===== src/rtl/core/pbac_pkg.sv =====
// ----------------------------------------------------------------------------
// pbac_pkg
// Shared types and codes for the PCI BAR access check unit.
// ----------------------------------------------------------------------------
package pbac_pkg;

	typedef enum logic [2:0] {
		ST_OK           = 3'd0,
		ST_BAD_WIDTH    = 3'd1,
		ST_ZERO_COUNT   = 3'd2,
		ST_CONFIG_RANGE = 3'd3,
		ST_BAD_BAR      = 3'd4,
		ST_WINDOW_RANGE = 3'd5
	} pbac_status_t;

	localparam logic CMD_ACCESS = 1'b0;
	localparam logic CMD_LOAD   = 1'b1;

	localparam logic [1:0] SPACE_CFG = 2'd0;

	// width code: [1:0] log2 of unit, [3:2] == 01 is FIFO, above 11 invalid
	localparam logic [3:0] WCODE_MAX  = 4'd11;
	localparam logic [1:0] WCODE_FIFO = 2'b01;

	typedef struct packed {
		logic        command;
		logic [1:0]  space;
		logic        write;
		logic [2:0]  bar_index;
		logic [63:0] offset;
		logic [3:0]  width_code;
		logic [31:0] count;
	} pbac_req_t;

	typedef struct packed {
		pbac_status_t status;
		logic [63:0]  address;
		logic         tbl_we;
	} pbac_res_t;

endpackage


===== src/rtl/core/pbac_access_check.sv =====
// ----------------------------------------------------------------------------
// pbac_access_check
// Width decode, config-space range check, BAR window check and translation.
// ----------------------------------------------------------------------------
module pbac_access_check #(
	parameter int NUM_BARS           = 6,
	parameter int CONFIG_SPACE_BYTES = 4096
) (
	input  pbac_pkg::pbac_req_t req,
	input  logic [63:0]         win_base,
	input  logic [63:0]         win_size,
	output logic                bar_ok,
	output pbac_pkg::pbac_res_t res
);
	import pbac_pkg::*;

	localparam int CFG_W = $clog2(CONFIG_SPACE_BYTES + 1);

	logic [1:0]       unit_sh;
	logic [3:0]       unit;
	logic             is_fifo;
	logic             bad_width;
	logic             cfg_off_hi;
	logic [CFG_W-1:0] cfg_left;
	logic [CFG_W-1:0] cfg_units;
	logic             cfg_over;
	logic [34:0]      span;
	logic [65:0]      win_end;
	logic             win_over;
	logic [64:0]      sum;

	always_comb begin
		unit_sh   = req.width_code[1:0];
		unit      = 4'd1 << unit_sh;
		is_fifo   = (req.width_code[3:2] == WCODE_FIFO);
		bad_width = (req.width_code > WCODE_MAX);
		bar_ok    = ({1'b0, req.bar_index} < 4'(NUM_BARS));

		// units left in config space after the offset
		cfg_off_hi = (req.offset >= 64'(CONFIG_SPACE_BYTES));
		cfg_left   = CFG_W'(CONFIG_SPACE_BYTES) - req.offset[CFG_W-1:0];
		cfg_units  = cfg_left >> unit_sh;
		cfg_over   = cfg_off_hi || (req.count > 32'(cfg_units));

		// offset + span <= size covers both unit > size and span > size
		span     = is_fifo ? 35'(unit) : (35'(req.count) << unit_sh);
		win_end  = {2'b00, req.offset} + {31'd0, span};
		win_over = (win_end > {2'b00, win_size});
		sum      = {1'b0, win_base} + {1'b0, req.offset};
	end

	always_comb begin
		res.status  = ST_OK;
		res.address = '0;
		res.tbl_we  = 1'b0;
		if (req.command == CMD_LOAD) begin
			if (bar_ok) begin
				res.tbl_we = 1'b1;
			end else begin
				res.status = ST_BAD_BAR;
			end
		end else if (bad_width) begin
			res.status = ST_BAD_WIDTH;
		end else if (req.count == 32'd0) begin
			res.status = ST_ZERO_COUNT;
		end else if (req.space == SPACE_CFG) begin
			if (req.bar_index != 3'd0) begin
				res.status = ST_BAD_BAR;
			end else if (cfg_over) begin
				res.status = ST_CONFIG_RANGE;
			end else begin
				res.address = req.offset;
			end
		end else if (!bar_ok) begin
			res.status = ST_BAD_BAR;
		end else if (win_over || sum[64]) begin
			res.status = ST_WINDOW_RANGE;
		end else begin
			res.address = sum[63:0];
		end
	end

endmodule


===== src/rtl/core/pci_bar_access_check_unit.sv =====
// ----------------------------------------------------------------------------
// pci_bar_access_check_unit
// Checks PCI accesses against a BAR table and translates them; load words
// fill the table.
// ----------------------------------------------------------------------------
//  channel | handshake          | payload
//  --------+--------------------+--------------------------------------------
//  in      | in_valid, in_stall | command space write bar_index offset
//          |                    | width_code count bar_base_in bar_size_in
//  out     | out_valid,out_stall| status address write_out space_out
//          |                    | width_out count_out
//
//  One word per cycle sustained while out_stall is low; a word taken into the
//  input register moves into the result register once the result register is
//  free to take it, and its result shows from there.
//  The BAR table is written as a load word leaves the input register, so the
//  next word already sees it.
//  Reset clears the table (every window rejects) and both valid flags.
//  in_stall rises only while both registers hold words and out_stall is high.
// ----------------------------------------------------------------------------
module pci_bar_access_check_unit #(
	parameter int NUM_BARS           = 6,
	parameter int CONFIG_SPACE_BYTES = 4096
) (
	input  logic        clk,
	input  logic        arst_n,

	input  logic        in_valid,
	output logic        in_stall,
	input  logic        command,
	input  logic [1:0]  space,
	input  logic        write,
	input  logic [2:0]  bar_index,
	input  logic [63:0] offset,
	input  logic [3:0]  width_code,
	input  logic [31:0] count,
	input  logic [63:0] bar_base_in,
	input  logic [63:0] bar_size_in,

	output logic        out_valid,
	input  logic        out_stall,
	output logic [2:0]  status,
	output logic [63:0] address,
	output logic        write_out,
	output logic [1:0]  space_out,
	output logic [3:0]  width_out,
	output logic [31:0] count_out
);
	import pbac_pkg::*;

	localparam int IDX_W = (NUM_BARS > 1) ? $clog2(NUM_BARS) : 1;

	pbac_req_t   req_s1;
	logic [63:0] base_in_s1;
	logic [63:0] size_in_s1;
	logic        valid_s1;

	logic [63:0] base_q [NUM_BARS];
	logic [63:0] size_q [NUM_BARS];

	logic        out_free;
	logic        adv_s1;
	logic        take_in;
	logic        bar_ok;
	logic [IDX_W-1:0] rd_idx;
	logic [63:0] rd_base;
	logic [63:0] rd_size;
	pbac_res_t   res;

	assign out_free = !out_valid || !out_stall;
	assign adv_s1   = valid_s1 && out_free;
	assign in_stall = valid_s1 && !out_free;
	assign take_in  = in_valid && !in_stall;

	always_ff @(posedge clk or negedge arst_n) begin
		if (!arst_n) begin
			valid_s1 <= 1'b0;
		end else if (take_in) begin
			valid_s1 <= 1'b1;
		end else if (adv_s1) begin
			valid_s1 <= 1'b0;
		end
	end

	always_ff @(posedge clk) begin
		if (take_in) begin
			req_s1.command    <= command;
			req_s1.space      <= space;
			req_s1.write      <= write;
			req_s1.bar_index  <= bar_index;
			req_s1.offset     <= offset;
			req_s1.width_code <= width_code;
			req_s1.count      <= count;
			base_in_s1        <= bar_base_in;
			size_in_s1        <= bar_size_in;
		end
	end

	assign rd_idx  = req_s1.bar_index[IDX_W-1:0];
	assign rd_base = bar_ok ? base_q[rd_idx] : 64'd0;
	assign rd_size = bar_ok ? size_q[rd_idx] : 64'd0;

	pbac_access_check #(
		.NUM_BARS           (NUM_BARS),
		.CONFIG_SPACE_BYTES (CONFIG_SPACE_BYTES)
	) u_check (
		.req      (req_s1),
		.win_base (rd_base),
		.win_size (rd_size),
		.bar_ok   (bar_ok),
		.res      (res)
	);

	always_ff @(posedge clk or negedge arst_n) begin
		if (!arst_n) begin
			for (int i = 0; i < NUM_BARS; i++) begin
				base_q[i] <= '0;
				size_q[i] <= '0;
			end
		end else if (adv_s1 && res.tbl_we) begin
			base_q[rd_idx] <= base_in_s1;
			size_q[rd_idx] <= size_in_s1;
		end
	end

	always_ff @(posedge clk or negedge arst_n) begin
		if (!arst_n) begin
			out_valid <= 1'b0;
		end else if (out_free) begin
			out_valid <= valid_s1;
		end
	end

	always_ff @(posedge clk) begin
		if (adv_s1) begin
			status    <= res.status;
			address   <= res.address;
			write_out <= req_s1.write;
			space_out <= req_s1.space;
			width_out <= req_s1.width_code;
			count_out <= req_s1.count;
		end
	end

endmodule


===== config.mk =====
export PLATFORM = sky130hd
export DESIGN_NAME = pci_bar_access_check_unit
export DESIGN_NICKNAME = d
export VERILOG_FILES = /design/src/rtl/core/pbac_pkg.sv /design/src/rtl/core/pbac_access_check.sv /design/src/rtl/core/pci_bar_access_check_unit.sv
export SDC_FILE = /design/constraint.sdc
export NUM_CORES = 2
export LEC_CHECK = 0
export BUFFER_PORTS_ARGS = -buffer_cell sky130_fd_sc_hd__buf_2
export CORE_MARGIN = 2
export CORE_UTILIZATION = 50
export CTS_CLUSTER_DIAMETER = 150
export DETAILED_ROUTE_END_ITERATION = 16
export HOLD_SLACK_MARGIN = 0.08
export PLACE_DENSITY_LB_ADDON = 0.05
export SLEW_MARGIN = 15
export SYNTH_ARGS = -nofsm -noshare
export SYNTH_HDL_FRONTEND = slang
export SYNTH_SLANG_ARGS = --single-unit

===== constraint.sdc =====
create_clock -name clk -period 6.45 [get_ports clk]
set_input_delay 0.9675 -clock clk [delete_from_list [all_inputs] [get_ports clk]]
set_output_delay 0.9675 -clock clk [all_outputs]
set_load 0.005 [all_outputs]

Word level (Yosys, flattened, before mapping)
Cells that the tools add are included.
W data, S select, Z words.
{ "word_totals": {"rom_bits": 0, "elab_cells": 91, "regBits": 1111, "latch_bits": 0, "ram_bits": 0, "memories": 0} }
{ "classes": {"eq_ne": 1, "mul": 0, "shifts": 3, "muxes": 30, "addsub": 3, "n_reduce_logical": 17, "n_lt_le_gt_ge": 7, "n_div": 0, "bitwise_logic": 1} }
{ "ops": {"columns": ["op", "n"], "rows": [
  ["$bwmux W384", 2],
  ["$mux W64", 11],
  ["$bmux W64 S3", 2],
  ["$demux W64 S3", 1],
  ["$mux W67", 1],
  ["$gt A66 B64 Y1", 1],
  ["$add A64 B35 Y65", 1],
  ["$add A64 B64 Y65", 1],
  ["$ge A64 B13 Y1 const B", 1],
  ["$mux W35", 1],
  ["$shl A32 B2 Y35", 1],
  ["$gt A32 B13 Y1", 1],
  ["$logic_not A32 Y1", 1],
  ["$mux W3", 7],
  ["$shr A13 B2 Y13", 1],
  ["$sub A13 B13 Y13 const A", 1],
  ["$logic_and A1 B1 Y1", 5],
  ["$ge A4 B4 Y1 const B", 1],
  ["$gt A4 B4 Y1 const B", 1],
  ["$logic_not A1 Y1", 4],
  ["$lt A4 B1 Y1 const B", 1],
  ["$mux W1", 4],
  ["$not A3 Y4", 1],
  ["$shl A1 B2 Y4 const A", 1],
  ["other kinds (8)", 10]
]} }

Longest topological paths before layout
{ "depth": {"depth_word": 13, "depth_mapped": 31, "depth_no_buf": 26} }

Hierarchy
From an unflattened synthesis, not the netlist that was laid out.
{ "hier_totals": {"hier_cells": 4161, "hier_area_um2": 55451.9} }
{ "by_module_without_submodules": {"columns": ["module", "area_each_um2", "seq_area_each_um2", "n_inst", "cells_each"], "rows": [
  ["pci_bar_access_check_unit", 45058.2, 29508.3, 1, 2642],
  ["pbac_access_check", 10393.7, 0.0, 1, 1519]
]} }

Worst setup path after synthesis
No wires, ideal clock.
{ "synth_path": {"path_kind": "input to register", "start": "input out_stall", "end": "register base_in_s1[0], enable pin", "slack_ns": -0.607, "t_arrival_ns": 6.432, "stages": 2, "setup_ns": 0.625, "required_ns": 5.825, "path_cell_list": "nand3_1 > and2_1"} }
{ "synth_via": {"elab_chain_cells": 6} }
{ "synth_rtl": {"columns": ["item", "line", "source"], "rows": [
  ["start, declared", "pci_bar_access_check_unit.sv:41", "input logic out_stall,"],
  ["$logic_not A1 Y1", "pci_bar_access_check_unit.sv:70", "assign out_free = !out_valid || !out_stall;"],
  ["$logic_or A1 B1 Y1", "pci_bar_access_check_unit.sv:70", null],
  ["$logic_not A1 Y1", "pci_bar_access_check_unit.sv:72", "assign in_stall = valid_s1 && !out_free;"],
  ["$logic_and A1 B1 Y1", "pci_bar_access_check_unit.sv:72", null],
  ["$logic_not A1 Y1", "pci_bar_access_check_unit.sv:73", "assign take_in = in_valid && !in_stall;"],
  ["$logic_and A1 B1 Y1", "pci_bar_access_check_unit.sv:73", null],
  ["net take_in", "pci_bar_access_check_unit.sv:63", "logic take_in;"],
  ["end signal, assigned", "pci_bar_access_check_unit.sv:94", "base_in_s1 <= bar_base_in;"],
  ["end, declared", "pci_bar_access_check_unit.sv:54", "logic [63:0] base_in_s1;"]
]} }
The timed path passes the listed nets, and every way through them passes these cells.
A chain may end at the register's enable or synchronous reset.

Worst setup path in the final report
{ "layout_path": {"start": "register req_s1[32] in the netlist's numbering", "end": "register address[57], data pin"} }
{ "layout_via": {"elab_chain_cells": 8, "elab_cells_between_ends": 16} }
{ "layout_rtl": {"columns": ["item", "line", "source"], "rows": [
  ["start, declared", "pci_bar_access_check_unit.sv:53", "pbac_req_t req_s1;"],
  ["$shl A32 B2 Y35 / $shl A1 B2 Y4 (equally long branches)", "pbac_access_check.sv:46, pbac_access_check.sv:34", null],
  ["$mux W35", "pbac_access_check.sv:46", "span = is_fifo ? 35'(unit) : (35'(req.count) << unit_sh);"],
  ["$add A64 B35 Y65", "pbac_access_check.sv:47", "win_end = {2'b00, req.offset} + {31'd0, span};"],
  ["$gt A66 B64 Y1", "pbac_access_check.sv:48", "win_over = (win_end > {2'b00, win_size});"],
  ["$logic_or A1 B1 Y1", "pbac_access_check.sv:76", "end else if (win_over || sum[64]) begin"],
  ["$mux W64", "pbac_access_check.sv:76", null],
  ["$mux W64", "pbac_access_check.sv:74", "end else if (!bar_ok) begin"],
  ["$mux W67", "pbac_access_check.sv:66", "end else if (req.space == SPACE_CFG) begin"],
  ["end signal, assigned", "pci_bar_access_check_unit.sv:137", "address <= res.address;"],
  ["end, declared", "pci_bar_access_check_unit.sv:43", "output logic [63:0] address,"]
]} }
Several ways; a longest one is shown, not always the timed one.

==> results.yml <==
floorplan:
  die_w_um: 328
  initial_utilization_pct: 50.5
  io_pins: 347
  die_y_um: 328
  coreArea_um2: 104000
  dieArea_um2: 107000
  rows: 118
synth:
  synth-simple-area-share_pct: 6.01
  yosys.area.top_type_share_pct: 36.8
  syn_inst: 3993
  synth_top_family_by_area: "multiplexers"
  synth-seq-area-share_pct: 56.3
  ys_seq_elements: 1111
  synthArstFlopShare_pct: 69.3
  synth.area.mux_share_pct: 17.8
  post-synth-top-area-cell: "dfrtp_1"
  synth_xor_area_share_pct: 2.04
  synth_compound_area_share_pct: 11.6
  synth_edf_count: 341
  yosysWarnings: 0
  syn_area_um2: 52400
  synth_cell_type_count: 79
  ys.flop_type: "dfrtp_1"
  synth_nets: 4411
  synth.area.top_cells: "dfrtp_1 37%, edfxtp_1 20%, mux2_2 17%"
  syn_area_per_cell_um2: 13.1
  synthAdderAreaFrac_pct: 4.30
global_routing:
  antenna_found_initial: 5
  grt_pass1_vias: 35800
  track_usage_pct: 28.2
  grt_max_degree: 180
  overflow: 0
  grt_pass1_wl_um: 229000
critical_path:
  critPathSlowestCell: "or4b_4"
  critPathBufInv: 5
  startpoint: "req_s1[32]$_DFFE_PP_"
  reg2regPathDepth: 29
  criticalPathCategory: "flop to flop"
  arrival_ps: 7240
  crit_family: "compound AO/OA/AOI/OAI gates"
  ff2ff_setup_slack_ps: -220
  crit_path_end: "address[57]$_SDFFCE_PP0P_"
  required_ps: 7030
  crit_top_cell: "a221oi_2"
  crit_fanout: 8
  reg2reg_from: "req_s1[32]$_DFFE_PP_"
  crit_cells: 29
  startpoint_type: "flop"
  critPathMaxStageDelay_ps: 580
  worstSetupEndpointType: "flop"
  r2r_end: "address[57]$_SDFFCE_PP0P_"
timing:
  slew_headroom_pct: 23.4
  fin_ws_ps: -219
  finalHoldWorstSlack_ps: 235
  min_period_ps: 6670
  tightest_slew_ps: 1150
  final.period_utilization_pct: 103
  rsz0062_at_grt: "yes"
  timing.fmax_ghz: 0.150
  setup_violations: 60
  fin_skew_ps: 24.7
  drv_slew: 0
  final_hold_viol_count: 0
  fin_tns_setup_ps: -4670
placed_design:
  post-dp-hpwl_um: 100000
  place_area_um2: 56900
  pre_cts_slack_ps: -556
  io_buffers: 346
  place_inst: 5700
  place_congestion: 0.914
route:
  wl_per_cell_um: 25.5
  wirelength_um: 152000
  ant_nets: 0
  vias_per_cell: 6.04
  drt_iter0_markers: 2778
  drc_errors: 0
  num_vias: 35900
  firstDrtPassIters: 6
cts:
  cts_tree: "built"
  cts_buffer_depth: 3
  htreeDepth: 3
  clkSinkCount: 1111
  clkLatencyLatePin_ps: 720
  clk_pin_slew_ps: 60
  root_buffer: "clkbuf_16"
  hold_buffers: 0
  numCtsBuffers: 117
layout:
  fillers: 8456
  drive_above_1_share_pct: 35.9
  fin_util_pct: 59.1
  final_area_um2: 61400
  instances_no_fill: 5946
  synthToLayoutAreaGrowth_pct: 17.1
  nets: 4884
  diodes: 0
power:
  power.total_mw: 21.1
  p_leak_nw: 26.6
  pwr_density_cell_nw_per_um2: 343
  vdd_ir_drop_max_mv: 0.324
worst_hold_path:
  hold_path_class: "input port to async pin"
run_status:
  violations: "setup timing"
  outcome: "complete, but fails checks"
run:
  drv_cap: 0
## final cells by class
type	instances	area (um^2)	share of cell area, %
multi-input combinational	2623	22300	36.4
timing repair buffer	577	3800	6.18
tap	1380	1730	2.81
clock buffer	187	3560	5.80
inverter	36	135	0.220
sequential	1111	29500	48.1
clock inverter	32	313	0.510
## worst register-to-register path: cells and delay by family (launching register included)
family	cells	cell delay, ps
AOI/OAI and AO/OA	12	2230
and+or+nand+nor	8	1950
muxes	1	520
buffers and inverters	5	730
adders and majority gates	2	610
DFF	1	340
xor gates and xnor gates	1	150
## registers in the layout, indices dropped and copies added, names as in the netlist
signal      cells
valid_s1        1
out_valid       1
write_out       1
size_q        384
base_in_s1     64
address        64
status          3
req_s1        104
space_out       2
rd_idx          3
size_in_s1     64
width_out       4
base_q        384
count_out      32
## where the power goes
group | switching [mW] | internal (mW)
combinational | 2.28 | 2.32
sequential | 0.894 | 8.87
clock | 2.82 | 3.90
total | 6.00 | 15.1
## synthesized netlist by cell type (14+ instances only)
library cell / number
a211oi_1: 17
nand4_1: 38
nor4_1: 26
a31oi_1: 14
edfxtp_1: 341
o21a_1: 20
mux4_2: 26
o21ai_0: 80
mux2_2: 771
nand2_1: 200
ha_1: 177
nor2b_1: 14
o21bai_1: 20
a221oi_1: 69
a22oi_1: 323
clkbuf_1: 196
xnor2_1: 83
nor2_1: 143
and2_1: 36
xor2_1: 39
nor3_1: 27
dfrtp_1: 770
a21oi_1: 157
nand3_1: 106
inv_1: 36
a21o_1: 59
buf_1: 21
## worst min-delay path by stage
stage	start	endpoint	slack [ps]	depth (start not counted)
after floorplan	req_s1[103]$_DFFE_PP_	write_out$_DFFE_PP_	400	0
after global placement	req_s1[103]$_DFFE_PP_	write_out$_DFFE_PP_	410	0
after detailed placement	req_s1[103]$_DFFE_PP_	write_out$_DFFE_PP_	410	0
after CTS	arst_n	base_q[247]$_DFFE_PN0P_	260	1
after global routing	arst_n	base_q[247]$_DFFE_PN0P_	270	1
final	arst_n	base_q[247]$_DFFE_PN0P_	240	1
## per-layer routing
metal	up-vias	part of all wire, %	track usage [%]
met2	1099	45	43.7
met4	2	2.9	8.16
li1	16200	-	-
met1	18500	45	40.9
met3	206	6.3	4.88
met5	-	0.0086	0
## cells by family after synthesis
family          after synthesis
flops                      1111
mux                         806
xor+xnor                    122
buf+inv                     260
fa+ha+maj                   179
compound gates              858
simple gates                657
## cell usage in the layout (no fill, tap or decap), types with 22 or more instances in the layout
master	netlist	layout
a21o_1	59	59
o21ai_0	80	70
buf_4	0	201
nor3_1	27	26
nand3_1	106	103
mux2_2	771	771
a22oi_1	323	323
nor2_1	143	134
nor4_1	26	25
xor2_1	39	39
nand2_1	200	193
clkbuf_8	0	22
inv_1	36	36
clkbuf_16	0	124
ha_1	177	172
edfxtp_1	341	341
a221oi_1	69	67
dfrtp_1	770	770
buf_2	6	345
a21oi_1	157	150
nand4_1	38	38
xnor2_1	83	81
and2_1	36	30
clkbuf_1	196	41
mux4_2	26	26
## timing repair
action | 4_1_cts | 5_1_grt
gates resized for setup | 61 | 30
pin swaps | 41 | 18
gates cloned | 2 | 0
setup endpoints to repair | 66 | 66
setup buffers | 22 | 4
Power figures use the tool's default switching activity.
